<file path="src/rtl/nlps_pkg.sv">
`default_nettype none

package nlps_pkg;

    localparam int ByteWidth     = 8;
    localparam int PrefixWidth   = 3;
    localparam int LengthWidth   = 32;
    localparam int CfgIndexWidth = 8;
    localparam int CfgDataWidth  = 8;

    localparam logic [CfgIndexWidth-1:0] RegLengthPrefixedMode = CfgIndexWidth'(0);
    localparam logic [CfgIndexWidth-1:0] RegPrefixBytes        = CfgIndexWidth'(1);

    localparam logic [PrefixWidth-1:0] PrefixMin = PrefixWidth'(1);
    localparam logic [PrefixWidth-1:0] PrefixMax = PrefixWidth'(4);

    typedef struct packed {
        logic                   length_prefixed_mode;
        logic [PrefixWidth-1:0] prefix_bytes;
    } t_cfg;

    function automatic logic [PrefixWidth-1:0] effective_prefix(
        input logic [PrefixWidth-1:0] size
    );
        logic [PrefixWidth-1:0] eff;
        eff = size;
        if (size == '0) begin
            eff = PrefixMin;
        end else if (size > PrefixMax) begin
            eff = PrefixMax;
        end
        return eff;
    endfunction

endpackage

`default_nettype wire

</file>
<file path="src/rtl/nal_length_prefix_stripper_top.sv">
// Channel  | Direction | Handshake               | Payload
// ---------+-----------+-------------------------+-------------------------------
// in       | sink      | i_in_valid / o_in_stall | i_data_byte, i_packet_end
// out      | source    | o_out_valid / i_out_stall | o_hash_byte
// cfg      | sink      | i_cfg_valid / o_cfg_ready | i_cfg_index, i_cfg_data
//
// One byte per cycle unless stalled; a forwarded byte shows in the cycle after its transfer.
// The parser state updates in the cycle of the transfer; the output register sets the latency.
// Synchronous active-low reset clears the parser state and output valid; cfg goes to defaults.
// The input stalls only while the output register is full and the output is stalled.
`default_nettype none

module nal_length_prefix_stripper_top (
    input  wire                                 i_clk,
    input  wire                                 i_rst_n,
    input  wire                                 i_in_valid,
    output logic                                o_in_stall,
    input  wire  [nlps_pkg::ByteWidth-1:0]      i_data_byte,
    input  wire                                 i_packet_end,
    output logic                                o_out_valid,
    input  wire                                 i_out_stall,
    output logic [nlps_pkg::ByteWidth-1:0]      o_hash_byte,
    input  wire                                 i_cfg_valid,
    output logic                                o_cfg_ready,
    input  wire  [nlps_pkg::CfgIndexWidth-1:0]  i_cfg_index,
    input  wire  [nlps_pkg::CfgDataWidth-1:0]   i_cfg_data
);
    import nlps_pkg::*;

    t_cfg                 r_cfg;
    logic                 r_out_valid;
    logic [ByteWidth-1:0] r_out_byte;
    logic                 in_accept;
    logic                 emit;

    assign o_in_stall  = r_out_valid && i_out_stall;
    assign in_accept   = i_in_valid && !o_in_stall;
    assign o_cfg_ready = 1'b1;
    assign o_out_valid = r_out_valid;
    assign o_hash_byte = r_out_byte;

    nlps_parser u_parser (
        .i_clk        (i_clk),
        .i_rst_n      (i_rst_n),
        .i_cfg        (r_cfg),
        .i_accept     (in_accept),
        .i_data_byte  (i_data_byte),
        .i_packet_end (i_packet_end),
        .o_emit       (emit)
    );

    always_ff @(posedge i_clk) begin
        if (!i_rst_n) begin
            r_cfg.length_prefixed_mode <= 1'b0;
            r_cfg.prefix_bytes         <= PrefixMax;
        end else if (i_cfg_valid && o_cfg_ready) begin
            if (i_cfg_index == RegLengthPrefixedMode) begin
                r_cfg.length_prefixed_mode <= i_cfg_data[0];
            end else if (i_cfg_index == RegPrefixBytes) begin
                r_cfg.prefix_bytes <= i_cfg_data[PrefixWidth-1:0];
            end
        end
    end

    always_ff @(posedge i_clk) begin
        if (!i_rst_n) begin
            r_out_valid <= 1'b0;
        end else if (emit) begin
            r_out_valid <= 1'b1;
        end else if (!i_out_stall) begin
            r_out_valid <= 1'b0;
        end
    end

    // hold the byte while stalled, load on a forwarded transfer
    always_ff @(posedge i_clk) begin
        if (emit) begin
            r_out_byte <= i_data_byte;
        end
    end

    a_passthrough_forwards: assert property (@(posedge i_clk) disable iff (!i_rst_n)
        in_accept && !r_cfg.length_prefixed_mode |=>
            o_out_valid && o_hash_byte == $past(i_data_byte))
        else $error("pass-through byte not forwarded");

    a_no_overwrite: assert property (@(posedge i_clk) disable iff (!i_rst_n)
        o_out_valid && i_out_stall |-> !emit)
        else $error("pending output overwritten");

    a_stall_only_when_full: assert property (@(posedge i_clk) disable iff (!i_rst_n)
        !o_out_valid |-> !o_in_stall)
        else $error("input stalled with empty output register");

endmodule

`default_nettype wire

</file>
<file path="src/rtl/nlps_parser.sv">
`default_nettype none

module nlps_parser (
    input  wire                         i_clk,
    input  wire                         i_rst_n,
    input  nlps_pkg::t_cfg              i_cfg,
    input  wire                         i_accept,
    input  wire [nlps_pkg::ByteWidth-1:0] i_data_byte,
    input  wire                         i_packet_end,
    output logic                        o_emit
);
    import nlps_pkg::*;

    logic                   r_in_payload;
    logic                   n_in_payload;
    logic [PrefixWidth-1:0] r_prefix_count;
    logic [PrefixWidth-1:0] n_prefix_count;
    logic [LengthWidth-1:0] r_length;
    logic [LengthWidth-1:0] n_length;
    logic [PrefixWidth-1:0] cnt_inc;

    always_comb begin
        n_in_payload   = r_in_payload;
        n_prefix_count = r_prefix_count;
        n_length       = r_length;
        o_emit         = 1'b0;
        cnt_inc        = r_prefix_count + PrefixWidth'(1);
        if (i_accept) begin
            if (!i_cfg.length_prefixed_mode) begin
                o_emit = 1'b1;
            end else if (r_in_payload) begin
                o_emit   = 1'b1;
                n_length = r_length - LengthWidth'(1);
                if (n_length == '0) begin
                    n_in_payload = 1'b0;
                end
            end else begin
                if (r_prefix_count == '0) begin
                    n_length = {{(LengthWidth-ByteWidth){1'b0}}, i_data_byte};
                end else begin
                    n_length = {r_length[LengthWidth-ByteWidth-1:0], i_data_byte};
                end
                if (cnt_inc >= effective_prefix(i_cfg.prefix_bytes)) begin
                    n_prefix_count = '0;
                    if (n_length != '0) begin
                        n_in_payload = 1'b1;
                    end
                end else begin
                    n_prefix_count = cnt_inc;
                end
            end
            if (i_packet_end) begin
                n_in_payload   = 1'b0;
                n_prefix_count = '0;
                n_length       = '0;
            end
        end
    end

    always_ff @(posedge i_clk) begin
        if (!i_rst_n) begin
            r_in_payload   <= 1'b0;
            r_prefix_count <= '0;
            r_length       <= '0;
        end else begin
            r_in_payload   <= n_in_payload;
            r_prefix_count <= n_prefix_count;
            r_length       <= n_length;
        end
    end

    a_count_only_in_prefix: assert property (@(posedge i_clk) disable iff (!i_rst_n)
        r_prefix_count != '0 |-> !r_in_payload)
        else $error("prefix count nonzero while in payload");

    a_payload_has_bytes: assert property (@(posedge i_clk) disable iff (!i_rst_n)
        r_in_payload |-> r_length != '0)
        else $error("in payload with zero bytes remaining");

    a_packet_end_clears: assert property (@(posedge i_clk) disable iff (!i_rst_n)
        i_accept && i_packet_end |=>
            !r_in_payload && r_prefix_count == '0 && r_length == '0)
        else $error("state not cleared after packet end");

endmodule

`default_nettype wire

</file>
<file path="config.mk">
export PLATFORM = sky130hd
export DESIGN_NAME = nal_length_prefix_stripper_top
export DESIGN_NICKNAME = d
export VERILOG_FILES = /design/src/rtl/nlps_pkg.sv /design/src/rtl/nal_length_prefix_stripper_top.sv /design/src/rtl/nlps_parser.sv
export SDC_FILE = /design/constraint.sdc
export NUM_CORES = 1
export LEC_CHECK = 0
export BUFFER_PORTS_ARGS = -buffer_cell sky130_fd_sc_hd__clkbuf_2
export CORE_UTILIZATION = 40
export CTS_CLUSTER_SIZE = 30
export DETAILED_ROUTE_END_ITERATION = 8
export GPL_ROUTABILITY_DRIVEN = 1
export PLACE_DENSITY = 0.64
export SYNTH_ARGS = -nofsm -noshare
export SYNTH_HDL_FRONTEND = slang
export SYNTH_HIERARCHICAL = 1
export SYNTH_SLANG_ARGS = --single-unit
</file>
<file path="constraint.sdc">
create_clock -name i_clk -period 3.5 [get_ports i_clk]
set_input_delay 0.175 -clock i_clk [delete_from_list [all_inputs] [get_ports i_clk]]
set_output_delay 0.175 -clock i_clk [all_outputs]
set_load 0.1 [all_outputs]
</file>
==> results of run 1 <==
-- how the worst max path moves through the flow --
| stage | from | end | depth (start not counted) |
|---|---|---|---|
| floorplan | o_out_valid$_SDFFE_PN0P_ | u_parser/r_length[12]$_SDFFE_PN0P_ | 8 |
| global placement | u_parser/r_length[16]$_SDFFE_PN0P_ | u_parser/r_in_payload$_SDFFE_PN0P_ | 6 |
| detailed placement | u_parser/r_length[0]$_SDFFE_PN0P_ | u_parser/r_in_payload$_SDFFE_PN0P_ | 9 |
| CTS | u_parser/r_length[0]$_SDFFE_PN0P_ | u_parser/r_in_payload$_SDFFE_PN0P_ | 9 |
| global route | u_parser/r_length[0]$_SDFFE_PN0P_ | u_parser/r_in_payload$_SDFFE_PN0P_ | 7 |
| finish | u_parser/r_length[0]$_SDFFE_PN0P_ | u_parser/r_in_payload$_SDFFE_PN0P_ | 9 |
-- state kept, by name, indices dropped and copies added, names as in the netlist --
register,count
u_parser/r_length,32
o_hash_byte,8
r_cfg,4
u_parser/r_prefix_count,3
o_out_valid,1
u_parser/r_in_payload,1
-- cell type report --
| type | instances | area, µm² | area share |
|---|---|---|---|
| repair buffers | 40 | 215 | 0.0568 |
| flip-flops and latches | 49 | 1060 | 0.280 |
| clock buffers | 5 | 68.8 | 0.0182 |
| inverters | 14 | 66.3 | 0.0175 |
| well taps | 105 | 131 | 0.0347 |
| clock inverters | 3 | 50.0 | 0.0132 |
| multi-input cells | 334 | 2200 | 0.580 |
-- per-layer routing --
metal  track usage  wire length (µm)  vias to the layer above
li1              -                 -                     1624
met1         0.305              4150                     1587
met2         0.348              4360                      141
met3        0.0470               672                       15
met4        0.0694               173                        0
met5             0                 0                        -
-- cells by family (layout without fill, tap and decap cells) --
logic type | after synthesis | after routing | synth area share
AO/OA/AOI/OAI | 131 | 131 | 0.252
multiplexers | 5 | 5 | 0.0147
AND/OR/NAND/NOR | 178 | 178 | 0.307
XOR/XNOR | 12 | 12 | 0.0302
flip-flops | 49 | 49 | 0.305
adder cells (fa/ha/maj) | 7 | 7 | 0.0252
other | 1 | 1 | 0.00108
buffers and inverters | 50 | 62 | 0.0654
-- layout by cell type (no fill, tap or decap), types with 4 or more instances in the layout --
| cell type | Yosys | layout |
|---|---|---|
| a21oi_1 | 28 | 28 |
| nor2b_1 | 13 | 13 |
| ha_1 | 7 | 7 |
| nor4_1 | 17 | 17 |
| a21boi_1 | 4 | 4 |
| dfxtp_1 | 41 | 41 |
| clkbuf_2 | 0 | 34 |
| a31oi_1 | 5 | 5 |
| nand4b_1 | 6 | 6 |
| and3_1 | 6 | 6 |
| xor2_1 | 4 | 4 |
| nand3_1 | 10 | 10 |
| o21ai_1 | 9 | 8 |
| nand2_1 | 36 | 36 |
| o21a_1 | 11 | 11 |
| nand2b_1 | 5 | 5 |
| xnor2_1 | 8 | 8 |
| buf_4 | 1 | 6 |
| clkbuf_8 | 0 | 5 |
| nor2_1 | 21 | 21 |
| edfxtp_1 | 8 | 8 |
| a22oi_1 | 9 | 9 |
| o21ai_0 | 25 | 25 |
| nand4_1 | 9 | 9 |
| inv_1 | 13 | 13 |
| o31a_1 | 4 | 4 |
| and2_1 | 19 | 19 |
| o31ai_1 | 5 | 5 |
| a21boi_0 | 5 | 5 |
| mux2i_1 | 4 | 4 |
| nor3_1 | 10 | 10 |
| or3_1 | 5 | 5 |
-- power by group --
part	total [µW]	internal (µW)	switching, µW
Combinational	288	94.1	194
Sequential	594	583	10.8
Clock	439	219	219
-- worst max-delay path, cell delays in order, from the launching register on --
cell     delay [ns]
dfxtp_1        0.38
inv_1          0.12
ha_1           0.38
nor4b_2        0.26
buf_4          0.21
and4b_1        0.21
mux2i_1        0.07
o32a_1         0.21
nor4_1         0.27
a31oi_1        0.11
-- through the flow --
step / instances / worst slack, ns / hold slack [ns] / power, µW
after floorplan: 433 / 0.309 / 0.274 / 824
after global placement: 542 / 1.23 / 0.392 / 889
after detailed placement: 542 / 1.21 / 0.394 / 893
after CTS: 550 / 1.19 / 0.0592 / 1330
after global routing: 550 / 0.929 / 0.0548 / 1380
final: 550 / 1.16 / 0.0615 / 1320
==> impl_metrics.json, run 1 <==
{
  "synth-edff-count": 8,
  "fp-row-count": 33,
  "synthCells": 433,
  "fin_setup_tns_ns": 0,
  "grt_first_pass_wirelength_um": 15700,
  "diodes": 0,
  "yosysTopAreaCellShare": 0.236,
  "dp_hpwl_um": 6460,
  "fin_crit_sh": 0.668,
  "whs_endpoint": "o_hash_byte[2]$_DFFE_PP_",
  "synthTopCellsByCount": "41 x dfxtp_1, 36 x nand2_1, 28 x a21oi_1, 25 x o21ai_0, 24 x clkbuf_1",
  "cts_max_level": 2,
  "post_dp_cell_area_um2": 3670,
  "synth-seq-cells": 49,
  "hold_buffers": 0,
  "cp-end-kind": "flop",
  "vias": 3367,
  "wirelength_um": 9360,
  "post_cts_resized": 0,
  "overflow": 0,
  "holdPathStages": 1,
  "setup-violations-final": 0,
  "io_pins": 41,
  "ir_drop_v": 0.000273,
  "leakage_uw": 0.00143,
  "cap_violations": 0,
  "yosysTopAreaCell": "dfxtp_1",
  "yosys-top-cells-area": "dfxtp_1 24%, edfxtp_1 6.9%, a21oi_1 4.0%, nand2_1 3.9%, o21ai_0 3.6%",
  "worstHoldPathType": "primary input to flop",
  "drt-initial-drc-count": 370,
  "rsz0062_at_grt": "false",
  "antenna_left": 0,
  "firstDrtPassIters": 5,
  "r2r_cells": 9,
  "worst_pin_slew_ns": 0.844,
  "clk_pin_slew_ns": 0.11,
  "critPathKind": "flop to flop",
  "die_h_um": 95.3,
  "r2r_slack_ns": 1.16,
  "slew_headroom": 0.437,
  "viasPerCell": 6.12,
  "cts_tree": "built",
  "ys_types": 66,
  "root_buffer": "clkbuf_8",
  "clock_sinks": 49,
  "required_ns": 3.70,
  "port_buffers": 34,
  "design_area_um2": 3790,
  "period_needed_ns": 2.34,
  "postCtsSetupBuffers": 0,
  "nets": 481,
  "worstReg2RegStart": "u_parser/r_length[0]$_SDFFE_PN0P_",
  "fin_skew_ns": 0.0136,
  "synthFlopType": "dfxtp_1",
  "synth.avg_cell_area_um2": 8.04,
  "worstSetupStartpointType": "flop",
  "grt_pass1_vias": 3079,
  "start_util": 0.417,
  "status": "completed",
  "worst_ep_arrival_time_ns": 2.53,
  "yosysSeqAreaShare": 0.305,
  "antenna_found_initial": 0,
  "clock_path_buffers": 2,
  "die-area_um2": 9080,
  "critPathMaxFanout": 9,
  "core_um2": 8340,
  "worstHoldStart": "i_data_byte[2]",
  "final-hold-violation-count": 0,
  "final_core_util": 0.454,
  "die_w_um": 95.3,
  "syn_nets": 470,
  "synth_most_common_cell": "dfxtp_1",
  "numCtsBuffers": 5,
  "drc": 0,
  "wl_per_cell_um": 17.0,
  "timing.fmax_mhz": 428,
  "p_per_area_nw_per_um2": 349,
  "ys_warn_count": 6,
  "grtUsageTotal": 0.223,
  "fillers": 865,
  "place_congestion": 0.852,
  "drive_gt1_frac": 0.155,
  "syn_area_um2": 3480,
  "r2r_end": "u_parser/r_in_payload$_SDFFE_PN0P_",
  "clk_latency_ns": 0.32,
  "grt_max_degree": 46,
  "syn2layout_area_growth_pct": 8.84,
  "drv_slew": 0,
  "async_flop_share": 0
}
(Power assumes the default switching activity.)
==> inputs of run 2 (changes only) <==
- PLACE_DENSITY: 0.64 -> 0.67
- clock period: 3.5 -> 1.9 ns (I/O delays scaled with it)
==> run 2 against run 1 <==
Net effect:
- clock skew is 0.0097 ns lower
- non-clock buffer count is 89 higher
- largest power group unchanged
- the flow now finishes with violations (setup timing)
- fmax is 6.6% higher
- critical path type unchanged
- highest routed layer unchanged
==> impl_metrics.json, run 2 (same netlist as run 1, synthesis figures left out) <==
{
  "grt_first_pass_wirelength_um": 17500,
  "start_util": 0.417,
  "largest_register_ffs": 32,
  "clk_pin_slew_ns": 0.10,
  "setup_slack_ns": -0.291,
  "syn2layout_area_growth_pct": 41.1,
  "p_per_area_nw_per_um2": 546,
  "r2r_slack_ns": -0.29,
  "crit_path_end": "u_parser/r_in_payload$_SDFFE_PN0P_",
  "fillers": 681,
  "wirelength_um": 11200,
  "setup-violations-final": 15,
  "final_common_cell": "buf_4",
  "worst_pin_slew_ns": 0.599,
  "fp-row-count": 33,
  "rsz0062_at_grt": "true",
  "clk_latency_ns": 0.30,
  "die-area_um2": 9080,
  "worst_ep_arrival_time_ns": 2.36,
  "status": "finished, violations left",
  "antenna_left": 0,
  "fin_skew_ns": 0.00389,
  "r2r_cells": 6,
  "drive_gt1_frac": 0.397,
  "clock_sinks": 49,
  "port_buffers": 34,
  "viasPerCell": 5.99,
  "worstReg2RegStart": "u_parser/r_length[16]$_SDFFE_PN0P_",
  "startpoint": "u_parser/r_length[16]$_SDFFE_PN0P_",
  "drc": 0,
  "required_ns": 2.07,
  "total_power_uw": 2680,
  "final_cell_mix": "81 x buf_4, 34 x nand2_1, 34 x clkbuf_2, 32 x dfxtp_1, 23 x a21oi_1",
  "firstDrtPassIters": 6,
  "worstHoldPathType": "primary input to flop",
  "nets": 570,
  "critPathMaxFanout": 3,
  "slew_headroom": 0.600,
  "core_um2": 8340,
  "r2r_end": "u_parser/r_in_payload$_SDFFE_PN0P_",
  "vias": 3829,
  "place_congestion": 1.01,
  "ir_drop_v": 0.000279,
  "violations": "setup timing",
  "final-hold-violation-count": 0,
  "grt_pass1_vias": 3558,
  "cts_max_level": 2,
  "fin_crit_sh": 1.15,
  "cts_tree": "built",
  "clock_path_buffers": 2,
  "drv_slew": 0,
  "timing.fmax_mhz": 456,
  "grt_max_degree": 35,
  "grtUsageTotal": 0.250,
  "wl_per_cell_um": 17.5,
  "overflow": 0,
  "cp-end-kind": "flop",
  "dp_hpwl_um": 7820,
  "leakage_uw": 0.00198,
  "root_buffer": "clkbuf_8",
  "final_core_util": 0.589,
  "seq_area_um2": 1080,
  "diodes": 0,
  "io_pins": 41,
  "antenna_found_initial": 0,
  "worstSetupStartpointType": "flop",
  "top_register": "u_parser/r_length",
  "numCtsBuffers": 5,
  "drt-initial-drc-count": 287,
  "die_w_um": 95.3,
  "cap_violations": 0,
  "period_needed_ns": 2.19,
  "critPathKind": "flop to flop",
  "die_h_um": 95.3,
  "multiInputGateArea_um2": 2560
}
run 2: cell types whose count changed in the layout (fill, tap and decap cells not counted), sizes merged:
cell	delta
buf	+84
dlygate4sd3	+5
clkinvlp	+1
inv	-1
run 2: layout make-up:
cell class,instances,area share
multi-input combinational,334,0.520
inverter,14,0.0143
sequential,49,0.219
tap,105,0.0267
clock inverter,3,0.00891
clock buffer,5,0.0140
timing repair buffer,129,0.197
run 2: per-stage QoR:
stage	setup TNS [ns]	setup slack (ns)	instance area, µm²	hold WS (ns)	cells
final	-1.25	-0.291	4910	0.0128	639
after global routing	-3.39	-0.302	4910	0.00193	639
after CTS	-1.42	-0.136	4710	0.00188	638
after detailed placement	-1.69	-0.174	4320	0.306	618
after global placement	-0.720	-0.169	4320	0.313	618
after floorplan	-0.486	-0.184	3570	0.194	433
run 2: what timing repair did:
action	CTS	global route
endpoints found under the hold margin	5	0
pin swaps	33	22
endpoints found under the setup margin	22	30
setup buffers	6	1
resized for setup	40	37
gates cloned	1	0
hold buffers	5	0
run 2: power breakdown:
part	internal, µW	leakage [µW]	switching, µW
registers	1070	0.000413	11.1
clock network	396	0.0000585	385
logic	360	0.00151	458
run 2: worst min path at each step:
stage | to | cells past startpoint | from | slack (ns)
3_3_place_gp | o_hash_byte[2]$_DFFE_PP_ | 1 | i_data_byte[2] | 0.31
6_report | r_cfg[3]$_SDFFE_PN0P_ | 2 | i_cfg_index[0] | 0.01
2_1_floorplan | o_hash_byte[0]$_DFFE_PP_ | 0 | i_data_byte[0] | 0.19
3_5_place_dp | o_hash_byte[7]$_DFFE_PP_ | 1 | i_data_byte[7] | 0.31
4_1_cts | o_hash_byte[6]$_DFFE_PP_ | 1 | i_data_byte[6] | 0.002
5_1_grt | o_hash_byte[5]$_DFFE_PP_ | 1 | i_data_byte[5] | 0.002
run 2: worst max-delay path, stage by stage, from the launching register on:
cell	delay (ns)
dfxtp_1	0.33
or4_4	0.54
or3_4	0.38
o41ai_4	0.28
nand4_1	0.18
nor4_2	0.21
a31oi_1	0.14
run 2: metal layers:
metal	routed length [µm]	up-vias	track usage
met5	0	-	0
met4	334	0	0.109
met3	743	34	0.0423
met2	5390	171	0.417
met1	4690	1820	0.314
li1	-	1804	-
